File: src/rtl/olad_pkg.sv
// olad_pkg: shared constants, request/status codes, FSM state type and cell
// broadcast type for the ordered list block; no dependencies
`default_nettype none

package olad_pkg;

    localparam int CAPACITY = 16;
    localparam int DATA_W   = 32;
    localparam int REQ_W    = 2;
    localparam int POS_W    = 4;
    localparam int STATUS_W = 2;
    localparam int COUNT_W  = 5;
    localparam int IDX_W    = (CAPACITY > 1) ? $clog2(CAPACITY) : 1;
    localparam int CNT_W    = $clog2(CAPACITY + 1);
    localparam int CMP_W    = (CNT_W > POS_W) ? CNT_W : POS_W;

    typedef enum logic [REQ_W-1:0] {
        REQ_APPEND = 2'd0,
        REQ_DELETE = 2'd1,
        REQ_READ   = 2'd2,
        REQ_NONE   = 2'd3
    } olad_req_t;

    typedef enum logic [STATUS_W-1:0] {
        STAT_DONE      = 2'd0,
        STAT_FULL      = 2'd1,
        STAT_NOT_FOUND = 2'd2,
        STAT_BAD_POS   = 2'd3
    } olad_status_t;

    typedef enum logic {
        S_IDLE = 1'b0,
        S_EXEC = 1'b1
    } olad_state_t;

    // command broadcast to every cell of the chain
    typedef struct packed {
        logic                     append;
        logic                     delete_en;
        logic signed [DATA_W-1:0] data;
    } olad_bcast_t;

endpackage

`default_nettype wire

File: src/rtl/olad_cell.sv
// olad_cell: one list slot; compares against the broadcast key, passes the
// match flag down the chain, loads the key on an append at the tail and takes
// its neighbor's entry on a delete; depends on olad_pkg
`default_nettype none

module olad_cell (
    input  wire logic                             aclk,
    input  wire olad_pkg::olad_bcast_t            bcast_i,
    input  wire logic                             in_use_i,
    input  wire logic                             is_tail_i,
    input  wire logic                             hit_i,
    input  wire logic signed [olad_pkg::DATA_W-1:0] next_data_i,
    output logic                                  hit_o,
    output logic signed [olad_pkg::DATA_W-1:0]   data_o
);
    import olad_pkg::*;

    logic signed [DATA_W-1:0] data_reg;
    logic signed [DATA_W-1:0] data_next;
    logic                     match;

    assign match  = in_use_i && (data_reg == bcast_i.data);
    assign hit_o  = hit_i || match;
    assign data_o = data_reg;

    always_comb begin
        data_next = data_reg;
        if (bcast_i.append && is_tail_i) begin
            data_next = bcast_i.data;
        end else if (bcast_i.delete_en && (hit_i || match)) begin
            // at or behind the first match: close the gap
            data_next = next_data_i;
        end
    end

    always_ff @(posedge aclk) begin
        data_reg <= data_next;
    end

endmodule

`default_nettype wire

File: src/rtl/ordered_list_append_delete_top.sv
// ordered_list_append_delete_top: insertion-ordered list of signed words
// built as a chain of olad_cell slots; depends on olad_pkg and olad_cell
//
//  channel | direction | ports                                   | handshake
//  --------+-----------+-----------------------------------------+----------
//  request | in        | s_req_type, s_value, s_position         | s_valid/s_ready
//  result  | out       | m_status, m_count, m_read_value         | m_valid/m_ready
//
// sequence: each request is first captured from the transfer, then every
//   cell compares and updates in parallel and the result is loaded; a new
//   request is taken only once the current one completes, and the execute
//   step waits while a previous result still sits unclaimed in the output register
// reset: aresetn (synchronous, active low) empties the list and drops m_valid;
//   the cell entries themselves are not cleared
`default_nettype none

module ordered_list_append_delete_top (
    input  wire logic                                aclk,
    input  wire logic                                aresetn,
    input  wire logic                                s_valid,
    output logic                                     s_ready,
    input  wire logic [olad_pkg::REQ_W-1:0]          s_req_type,
    input  wire logic signed [olad_pkg::DATA_W-1:0]  s_value,
    input  wire logic [olad_pkg::POS_W-1:0]          s_position,
    output logic                                     m_valid,
    input  wire logic                                m_ready,
    output logic [olad_pkg::STATUS_W-1:0]            m_status,
    output logic [olad_pkg::COUNT_W-1:0]             m_count,
    output logic signed [olad_pkg::DATA_W-1:0]       m_read_value
);
    import olad_pkg::*;

    // control state
    olad_state_t state_reg, state_next;
    logic [CNT_W-1:0] count_reg, count_next;
    logic             m_valid_reg, m_valid_next;

    // captured request
    olad_req_t                req_reg;
    logic signed [DATA_W-1:0] key_reg;
    logic [POS_W-1:0]         pos_reg;

    // result register
    olad_status_t             status_reg, status_next;
    logic signed [DATA_W-1:0] rdata_reg, rdata_next;
    logic [CNT_W-1:0]         rcount_reg;

    logic        exec_fire;
    logic        full;
    logic        found;
    logic        pos_ok;
    olad_bcast_t bcast;

    // cell chain wiring
    logic                     hit_chain [CAPACITY+1];
    logic signed [DATA_W-1:0] cell_data [CAPACITY];

    // ---------------------------------------------------------------
    // state machine: next state
    always_comb begin
        state_next = state_reg;
        case (state_reg)
            S_IDLE: begin
                if (s_valid) begin
                    state_next = S_EXEC;
                end
            end
            S_EXEC: begin
                if (exec_fire) begin
                    state_next = S_IDLE;
                end
            end
            default: state_next = S_IDLE;
        endcase
    end

    // state machine: outputs
    always_comb begin
        s_ready   = 1'b0;
        exec_fire = 1'b0;
        case (state_reg)
            S_IDLE: s_ready = 1'b1;
            S_EXEC: exec_fire = !m_valid_reg || m_ready;
            default: begin
                s_ready   = 1'b0;
                exec_fire = 1'b0;
            end
        endcase
    end

    // ---------------------------------------------------------------
    // cell chain
    assign hit_chain[0] = 1'b0;

    assign bcast.append    = exec_fire && (req_reg == REQ_APPEND) && !full;
    assign bcast.delete_en = exec_fire && (req_reg == REQ_DELETE);
    assign bcast.data      = key_reg;

    for (genvar i = 0; i < CAPACITY; i++) begin : g_cell
        logic signed [DATA_W-1:0] neighbor;
        if (i == CAPACITY - 1) begin : g_last
            // last slot has no neighbor; its content is dropped by the count
            assign neighbor = cell_data[i];
        end else begin : g_mid
            assign neighbor = cell_data[i+1];
        end

        olad_cell u_cell (
            .aclk        (aclk),
            .bcast_i     (bcast),
            .in_use_i    (CNT_W'(i) < count_reg),
            .is_tail_i   (CNT_W'(i) == count_reg),
            .hit_i       (hit_chain[i]),
            .next_data_i (neighbor),
            .hit_o       (hit_chain[i+1]),
            .data_o      (cell_data[i])
        );
    end

    assign found  = hit_chain[CAPACITY];
    assign full   = (count_reg == CNT_W'(CAPACITY));
    assign pos_ok = (CMP_W'(pos_reg) < CMP_W'(count_reg));

    // ---------------------------------------------------------------
    // result and count update
    always_comb begin
        status_next = STAT_DONE;
        rdata_next  = '0;
        count_next  = count_reg;
        case (req_reg)
            REQ_APPEND: begin
                if (full) begin
                    status_next = STAT_FULL;
                end else begin
                    count_next = count_reg + CNT_W'(1);
                end
            end
            REQ_DELETE: begin
                if (found) begin
                    count_next = count_reg - CNT_W'(1);
                end else begin
                    status_next = STAT_NOT_FOUND;
                end
            end
            REQ_READ: begin
                if (pos_ok) begin
                    rdata_next = cell_data[IDX_W'(pos_reg)];
                end else begin
                    status_next = STAT_BAD_POS;
                end
            end
            default: begin
                status_next = STAT_DONE;
            end
        endcase
    end

    always_comb begin
        m_valid_next = m_valid_reg;
        if (exec_fire) begin
            m_valid_next = 1'b1;
        end else if (m_ready) begin
            m_valid_next = 1'b0;
        end
    end

    // control registers
    always_ff @(posedge aclk) begin
        if (!aresetn) begin
            state_reg   <= S_IDLE;
            count_reg   <= '0;
            m_valid_reg <= 1'b0;
        end else begin
            state_reg   <= state_next;
            m_valid_reg <= m_valid_next;
            if (exec_fire) begin
                count_reg <= count_next;
            end
        end
    end

    // payload registers
    always_ff @(posedge aclk) begin
        if (s_valid && s_ready) begin
            req_reg <= olad_req_t'(s_req_type);
            key_reg <= s_value;
            pos_reg <= s_position;
        end
        if (exec_fire) begin
            status_reg <= status_next;
            rdata_reg  <= rdata_next;
            rcount_reg <= count_next;
        end
    end

    assign m_valid      = m_valid_reg;
    assign m_status     = status_reg;
    assign m_count      = COUNT_W'(rcount_reg);
    assign m_read_value = rdata_reg;

    // ---------------------------------------------------------------
    // assertions
    a_count_bound: assert property (@(posedge aclk) disable iff (!aresetn)
        count_reg <= CNT_W'(CAPACITY))
        else $error("entry count above capacity");

    a_append_grows: assert property (@(posedge aclk) disable iff (!aresetn)
        (exec_fire && req_reg == REQ_APPEND && !full)
        |=> (count_reg == $past(count_reg) + CNT_W'(1)))
        else $error("accepted append did not grow the list");

    a_full_status: assert property (@(posedge aclk) disable iff (!aresetn)
        (m_valid_reg && status_reg == STAT_FULL) |-> (count_reg == CNT_W'(CAPACITY)))
        else $error("full status reported on a list with room");

    a_fail_zero: assert property (@(posedge aclk) disable iff (!aresetn)
        (m_valid_reg && status_reg != STAT_DONE) |-> (rdata_reg == '0))
        else $error("nonzero read data on a failed request");

endmodule

`default_nettype wire
File: config.mk
export PLATFORM = sky130hd
export DESIGN_NAME = ordered_list_append_delete_top
export DESIGN_NICKNAME = d
export VERILOG_FILES = /design/src/rtl/olad_pkg.sv /design/src/rtl/olad_cell.sv /design/src/rtl/ordered_list_append_delete_top.sv
export SDC_FILE = /design/constraint.sdc
export NUM_CORES = 1
export LEC_CHECK = 0
export BUFFER_PORTS_ARGS = -buffer_cell sky130_fd_sc_hd__buf_4
export CAP_MARGIN = 20
export CORE_ASPECT_RATIO = 1.5
export CORE_UTILIZATION = 40
export CTS_CLUSTER_DIAMETER = 120
export DETAILED_ROUTE_END_ITERATION = 10
export PLACE_DENSITY = 0.67
export SLEW_MARGIN = 20
export SYNTH_ARGS = -nofsm -noshare
export SYNTH_HDL_FRONTEND = slang
export SYNTH_SLANG_ARGS = --single-unit
File: constraint.sdc
create_clock -name aclk -period 6.2 [get_ports aclk]
set_clock_uncertainty 0.1 [all_clocks]
set_input_delay 0.62 -clock aclk [delete_from_list [all_inputs] [get_ports aclk]]
set_output_delay 0.62 -clock aclk [all_outputs]
set_load 0.02 [all_outputs]
==> After elaboration in Yosys (flattened, before gate mapping) <==
Cells that the tools add are included.
{ "totals": {"ff_bits": 596, "inputBits": 42, "wordCells": 216} }
{ "op_classes": {"add_sub_neg": 2, "order_cmp": 18, "eq_ne": 34, "mux": 47, "bitwise": 2, "reduce_logical": 88} }
{ "ops": {"columns": ["operator", "count"], "rows": [
  ["two-way mux 32 bit", 32],
  ["== test 32 bit", 16],
  ["binary-select mux 32 bit (select 4 bit)", 1],
  ["logical AND 1 bit", 51],
  ["== test 4 x 5 -> 1 bit, first input constant", 8],
  ["< comparator 4 x 5 -> 1 bit, first input constant", 8],
  ["nonzero test 2 bit", 16],
  ["== test 3 x 5 -> 1 bit, first input constant", 4],
  ["< comparator 3 x 5 -> 1 bit, first input constant", 4],
  ["logical OR 1 bit", 16],
  ["== test 2 x 5 -> 1 bit, first input constant", 2],
  ["< comparator 1 x 5 -> 1 bit, first input constant", 2],
  ["< comparator 2 x 5 -> 1 bit, first input constant", 2],
  ["two-way mux 5 bit", 2],
  ["case mux 5 bit (2 select lines)", 1],
  ["two-way mux 1 bit", 7],
  ["case mux 2 bit (3 select lines)", 1],
  ["adder 5 x 1 -> 5 bit, second input constant", 1],
  ["== test 1 x 5 -> 1 bit, first input constant", 1],
  ["== test 5 bit, second input constant", 1],
  ["greater-or-equal comparator 5 bit, second input constant", 1],
  ["zero test 5 bit", 1],
  ["< comparator 4 x 5 -> 1 bit", 1],
  ["NOT 4 -> 5 bit", 1],
  ["9 further kinds", 11]
]} }

==> Logic depth before layout (Yosys ltp) <==
Gate-level depths: netlist of the first run.
{ "logic_depth": {"depth_word": 19, "mapped_depth": 11, "ltp_nobuf": 9} }

==> Cells and area by module <==
Synthesis of the first run repeated with hierarchy kept, for this count alone.
{ "unflattened": {"cells_unflattened": 2438, "hier_area_um2": 35109.9} }
{ "by_module_without_submodules": {"columns": ["mod", "instances", "cells_per_inst", "area_each_um2", "seq_area_each_um2"], "rows": [
  ["olad_cell", 16, 122, 1740.4, 960.9],
  ["ordered_list_append_delete_top", 1, 486, 7263.2, 2452.4]
]} }

==> Worst setup path after synthesis of the first run <==
Ideal clock, no wire load.
{ "synth_path": {"kind": "register to register", "startpoint": "register key_reg[27]", "endpoint": "register g_cell[13].u_cell.data_reg[0], enable pin", "setup_time_ns": 0.466, "arrival_time_ns": 4.356, "path_slack_ns": 1.279, "stages_incl_launch_ff": 11, "path_buffers": 2, "period_less_slack_ns": 4.921, "path_cell_list": "edfxtp_1 > buf_6 > buf_12 > xor2_1 > nor4_1 > nand3_1 > nor4b_2 > a2111oi_4 > nand4b_1 > nor4_1 > o21ai_0"} }
{ "synth_between": {"elab_chain_len": 17, "word_cells_on_any_way": 43, "classes_between": "eq/ne: 14; reduce/logical: 29"} }
{ "synth_rtl": {"columns": ["element", "line", "text"], "rows": [
  ["from (decl)", "ordered_list_append_delete_top.sv:40", "logic signed [DATA_W-1:0] key_reg;"],
  ["from (signal assigned)", "ordered_list_append_delete_top.sv:186", "key_reg <= s_value;"],
  ["== test 32 bit", "olad_cell.sv:22", "assign match = in_use_i && (data_reg == bcast_i.data);"],
  ["logical AND 1 bit", "olad_cell.sv:22", null],
  ["logical OR 1 bit (12 in series)", "olad_cell.sv:23", "assign hit_o = hit_i || match;"],
  ["logical OR 1 bit *", "olad_cell.sv:30", "end else if (bcast_i.delete_en && (hit_i || match)) begin"],
  ["logical AND 1 bit *", "olad_cell.sv:30", null],
  ["nonzero test 2 bit (no source line) *", null, null],
  ["to (signal assigned)", "olad_cell.sv:37", "data_reg <= data_next;"],
  ["to (decl)", "olad_cell.sv:18", "logic signed [DATA_W-1:0] data_reg;"]
]} }
Every way passes the cells marked *; elsewhere a longest branch is shown, timed or not.
A chain may end at the register's enable or synchronous reset.

==> Worst setup path in the final report of the first run <==
{ "layout_path": {"startpoint": "register key_reg[15]", "endpoint": "register g_cell[13].u_cell.data_reg[11], enable pin"} }
The elaborated chain is that of the path after synthesis.

==> reports/metrics.cfg, run 1 <==
[floorplan]
start_util_pct=40.5
ioPinCount=83
die_width_um=249
dieHeight_um=372
coreArea_um2=90400
std_cell_rows=135
dieArea_um2=92700

[clocking]
cts_setup_buffers=0
cts_root_buf=clkbuf_16
clock_path_buffers=3
cts_sinks=596
numCtsBuffers=66
worstSkewPairLatency_ns=0.67
htree_levels=3
cts_tree=done
cts.clk_slew.worst_paths_ns=0.07

[timing]
min_period_over_period_pct=78.7
finalHoldViolCount=0
worst_slack_ns=1.32
rsz0062_at_grt=false
worst_pin_slew_ns=1.20
fmax_mhz=205
slew_violations=0
holdWs_ns=0.0271
slew_headroom_pct=19.1
setup-tns-final_ns=0
period_needed_ns=4.88
setup_viol=0

[route]
first_iter_violations=2660
totalWireLength_mm=170
met1Wirelength_mm=55.0
wl_per_cell_um=44.3
vias=24700
met2_length_mm=81.7
via_per_inst=6.45
antenna_left=0
highest_layer=met5
dr.pass1.iters=5
wl_met3_mm=10.9
drc=0

[flow_run]
cap_violations=0

[logic_synthesis]
seq_area_frac_synth_pct=48.7
synth_compound_area_share_pct=1.27
synthesis.instances=2592
synth_xor_area_share_pct=12.4
syn_area_um2=36600
synth_flop_cell=edfxtp_1
ys_ff_latch=596
syn_area_per_cell_um2=14.1
synth_top_family_by_area=multiplexers
synthMuxAreaShare_pct=24.7
synth_fa_ha_area_share_pct=0.274
yosys.area_share.simple_pct=8.64
synth_area_leader_cell=edfxtp_1
syn-num-nets=2642
synthArstFlopShare_pct=0
synth_top_area_share_pct=48.4
yosys_warnings=0
synth_area_leaders=edfxtp_1, mux2_2, mux4_2
yosys.cell_types.count=70
synth_edf_count=589

[worst_setup_path]
worstSetupEndpointType=flop
ff2ff_setup_slack_ns=1.32
worst_r2r_endpoint=g_cell[13].u_cell.data_o[11]
reg2reg_from=key_reg[15]
crit_path_max_fanout=32
cp_top_family=simple AND/OR/NAND/NOR gates
critPathMaxStageDelay_ns=0.84
cp.required_ns=6.42
crit_type=flop to flop
crit_start=key_reg[15]
cp_data_arrival_time_ns=5.10
endpoint=g_cell[13].u_cell.data_o[11]
path_cells=buf_4 > xor2_1 > nor4_1 > nand4_1 > nor3_1 > a2111oi_4 > nand4b_1 > nor4_1 > o21ai_4 > buf_4
startpoint_type=flop
path_buf_inv=2
cp_num_cells=10
r2r_cells=10
slowest_stage=xor2_1

[power_and_ir_drop]
leakage_uw=0.0131
ir_worst_vdd_uv=158
power.density_nw_per_um2=240

[hold_path]
hold_class=input pin to flop
hp-start=s_value[26]

[placed_design]
dp_slack_ns=1.59
hpwl_mm=130
post_dp_cell_area_um2=38200
gp_congestion=1.11
port-buffer-count=82

[cells_and_area]
final_area_um2=40400
final_cell_mix=edfxtp_1, mux2_2, xor2_1, xnor2_1, buf_4
area_growth_pct=10.4
largest_register_ff_count=512
fin_nets=2664
layout-drive-gt1-share_pct=36.4
final_common_cell=edfxtp_1

[global_route]
overflow=0
grt_max_degree=130
grt_pass1_wl_mm=223
grt_pass1_vias=24600
grt_util_all_layers_pct=36.5
antenna_found_initial=5

[status]
outcome=finished, final reports clean

## cells by family after synthesis
group,count (synthesis)
compound gates,65
flops,596
simple gates,528
mux,642
buf+inv,239
xor+xnor,514
fa+ha+maj,8
## final cells by class
type                            count  area, um2
Fill cell                        7919      50000
Sequential cell                   596      17800
Multi-Input combinational cell   1757      17500
Clock buffer                       73       1680
Timing Repair Buffer              183       1510
Tap cell                         1164       1460
Clock inverter                     46        422
Inverter                           10       37.5
Antenna cell                        1       2.50
## cells in the mapped netlist, drive strengths merged (4+ instances only)
master and n:
edfxtp 589, mux2 480, xor2 320, xnor2 194, mux4 160, buf 153, nor4 148, nand4 102
clkbuf 76, nand2 55, nor2 49, nand3 35, nor2b 35, nor3 32, o21ai 25, and3 14
a21oi 10, nand4b 10, or4 10, ha 8, inv 8, nand2b 8, dfxtp 7, or3 7
nor4b 6, o211ai 6, a21o 4
## stage by stage
stage,util [%],std cells,power (uW)
final,44.7,3830,9700
after global routing,44.7,3829,9830
after CTS,44.7,3829,9690
after detailed placement,42.3,3703,5700
after global placement,42.2,3701,5710
after floorplan,-,2592,5180
## routing by layer
layer | track usage [%] | up-vias
li1 | - | 10100
met1 | 37.9 | 12700
met2 | 60.8 | 1471
met3 | 5.36 | 469
met4 | 41.0 | 2
met5 | 0 | -
## how the worst min path moves through the flow
stage	to	cells after the start
2_1_floorplan	g_cell[15].u_cell.data_o[0]	0
3_3_place_gp	m_valid	2
3_5_place_dp	m_valid	2
4_1_cts	key_reg[6]	1
5_1_grt	key_reg[6]	1
6_report	key_reg[26]	1
## repair_timing
action,in CTS,in global routing
hold endpoints to repair,7,0
endpoints found under the setup margin,0,0
gates resized for setup,0,0
hold buffers,7,0
## power breakdown
| group | internal (uW) | leakage [uW] | switching (uW) |
|---|---|---|---|
| logic | 350 | 0.00663 | 810 |
| registers | 4420 | 0.00540 | 73.6 |
| clock network | 2220 | 0.00102 | 1830 |
| total | 6990 | 0.0131 | 2710 |
No activity file was read; power rests on OpenSTA's default activity.
==> run 2: changes to the inputs <==
==> constraint.sdc (replaced) <==
create_clock -name aclk -period 5 [get_ports aclk]
set_clock_uncertainty 0.1 [all_clocks]
set_input_delay 0.5 -clock aclk [delete_from_list [all_inputs] [get_ports aclk]]
set_output_delay 0.5 -clock aclk [all_outputs]
set_load 0.02 [all_outputs]
==> run 2 against run 1 <==
Compared with the run above: die area is the same; design area grew 1.7%; global-route usage is essentially flat; register-to-register slack lost 0.95 ns; sequential share of layout area shrank 0.75 points; routed wire length shrank 0.73%; clock power grew 23%; setup slack lost 0.95 ns; final cell count grew 2.2%; sequential power grew 24%; total power grew 24%; sequential cell count is the same; largest power group unchanged; highest routed layer is now met4.
==> reports/metrics.cfg, run 2 (synthesis results as in run 1) <==
[status]
outcome=finished, final reports clean

[clocking]
cts_sinks=596
postCtsResizedCells=0
cts_root_buf=clkbuf_16
htree_levels=3
clock_path_buffers=3
cts.clk_slew.worst_paths_ns=0.07
worstSkewPairLatency_ns=0.67
cts_setup_buffers=0
cts_tree=done
numCtsBuffers=67

[worst_setup_path]
critPathMaxStageDelay_ns=0.74
cp.required_ns=5.20
r2r_cells=8
startpoint_type=flop
worstSetupEndpointType=flop
crit_path_max_fanout=22
reg2reg_from=key_reg[4]
path_cells=buf_4 > xnor2_1 > nand4_1 > or4b_1 > nor4_2 > nor4_1 > o21ai_4 > buf_4
slowest_stage=xnor2_1
cp_data_arrival_time_ns=4.83
crit_top_cell=buf_4
crit_start=key_reg[4]
crit_type=flop to flop

[route]
vias=25400
drc=0
first_iter_violations=2807
via_per_inst=6.50
totalWireLength_mm=168
wl_per_cell_um=43.0
antenna_left=0
dr.pass1.iters=5

[hold_path]
hold_class=input pin to flop
hp-start=aresetn
whs_path_depth=2

[timing]
rsz0062_at_grt=false
slew_violations=0
period_needed_ns=4.63
setup_viol=0
worst_pin_slew_ns=1.18
finalHoldViolCount=0
slew_headroom_pct=20.5
setup-tns-final_ns=0
holdWs_ns=0.0633
fmax_mhz=216
min_period_over_period_pct=92.5

[power_and_ir_drop]
leakage_uw=0.0134
power.total_uw=12000
switching_power_uw=3320
ir_worst_vdd_uv=216
pwr-share-seq_pct=46.3
internal_power_uw=8710
p_clk_share_pct=41.4
switching_share_pct=27.6
combPwrFrac_pct=12.3
power.density_nw_per_um2=293

[floorplan]
start_util_pct=40.5
std_cell_rows=135
dieArea_um2=92700
coreArea_um2=90400
die_width_um=249
dieHeight_um=372
ioPinCount=83

[placed_design]
hpwl_mm=130
gp_congestion=1.11
post_dp_cell_area_um2=38500
port-buffer-count=82

[global_route]
top_usage_layer=met2
grt_pass1_vias=25400
antenna_found_initial=7
use_met3_pct=5.15
grt_util_all_layers_pct=36.5
grt_pass1_wl_mm=224
overflow=0
grt_use_met2_pct=59.8
grt_max_degree=75
use_met1_pct=38.5

[cells_and_area]
fin_nets=2748
fill_cells=7918
final_area_um2=41100
layout-drive-gt1-share_pct=37.2
final_cell_mix=edfxtp_1, mux2_2, xor2_1, buf_4, xnor2_1
post-route-util_pct=45.5
final_common_cell=edfxtp_1
largest_register_ff_count=512
area_growth_pct=12.4

[flow_run]
cap_violations=0

## run 2: cell types whose count changed in the layout (fill, tap and decap cells not counted), moves of 3 or more
cell,previous run,this run
buf_4,166,221
dlygate4sd3_1,7,39
clkbuf_1,7,14
clkinv_1,19,12
clkbuf_16,66,69
diode_2,1,4
xor2_1,314,311
xor2_2,6,9
## run 2: worst paths after layout
check	slack, ns	to
max	0.37	g_cell[11].u_cell.data_o[23]
min reg2reg	0.44	m_valid
max reg2reg	0.37	g_cell[11].u_cell.data_o[23]
min	0.06	count_reg[3]
## run 2: cell type report
type	instances	area [um2]	share of cell area, %
Antenna cell	4	10.0	0.0244
Timing Repair Buffer	266	2170	5.28
Multi-Input combinational cell	1757	17500	42.6
Tap cell	1164	1460	3.54
Sequential cell	596	17800	43.4
Inverter	10	37.5	0.0913
Clock inverter	35	324	0.789
Clock buffer	83	1780	4.33
## run 2: power by group through the flow
stage                     Sequential (uW)  Clock, uW  Combinational, uW
after global routing                 5570       5180               1480
after global placement               5670          0               1410
after CTS                            5570       5020               1440
after floorplan                      5630          0                788
after detailed placement             5670          0               1410
final                                5570       4980               1480
## run 2: through the flow
| stage | worst slack [ns] | cells |
|---|---|---|
| 6_report | 0.374 | 3915 |
| 2_1_floorplan | 0.0786 | 2592 |
| 5_1_grt | 0.399 | 3911 |
| 3_3_place_gp | 0.619 | 3754 |
| 4_1_cts | 0.613 | 3911 |
| 3_5_place_dp | 0.661 | 3754 |
## run 2: per-layer routing
metal	part of all wire [%]	routed length [um]
met1	33	55300
met2	47	79300
met3	6.4	10900
met4	14	23000
met5	0	0
## run 2: repair_timing
| action | 4_1_cts | 5_1_grt |
|---|---|---|
| endpoints found under the setup margin | 0 | 0 |
| hold buffers | 39 | 0 |
| endpoints found under the hold margin | 39 | 0 |
## run 2: worst max-delay path, delay by kind of cell (launching register included)
kind	cells	cell delay, ns
compound gates	1	0.22
xor+xnor	1	0.74
buf+inv	2	0.81
flops	1	0.71
simple gates	4	1.63
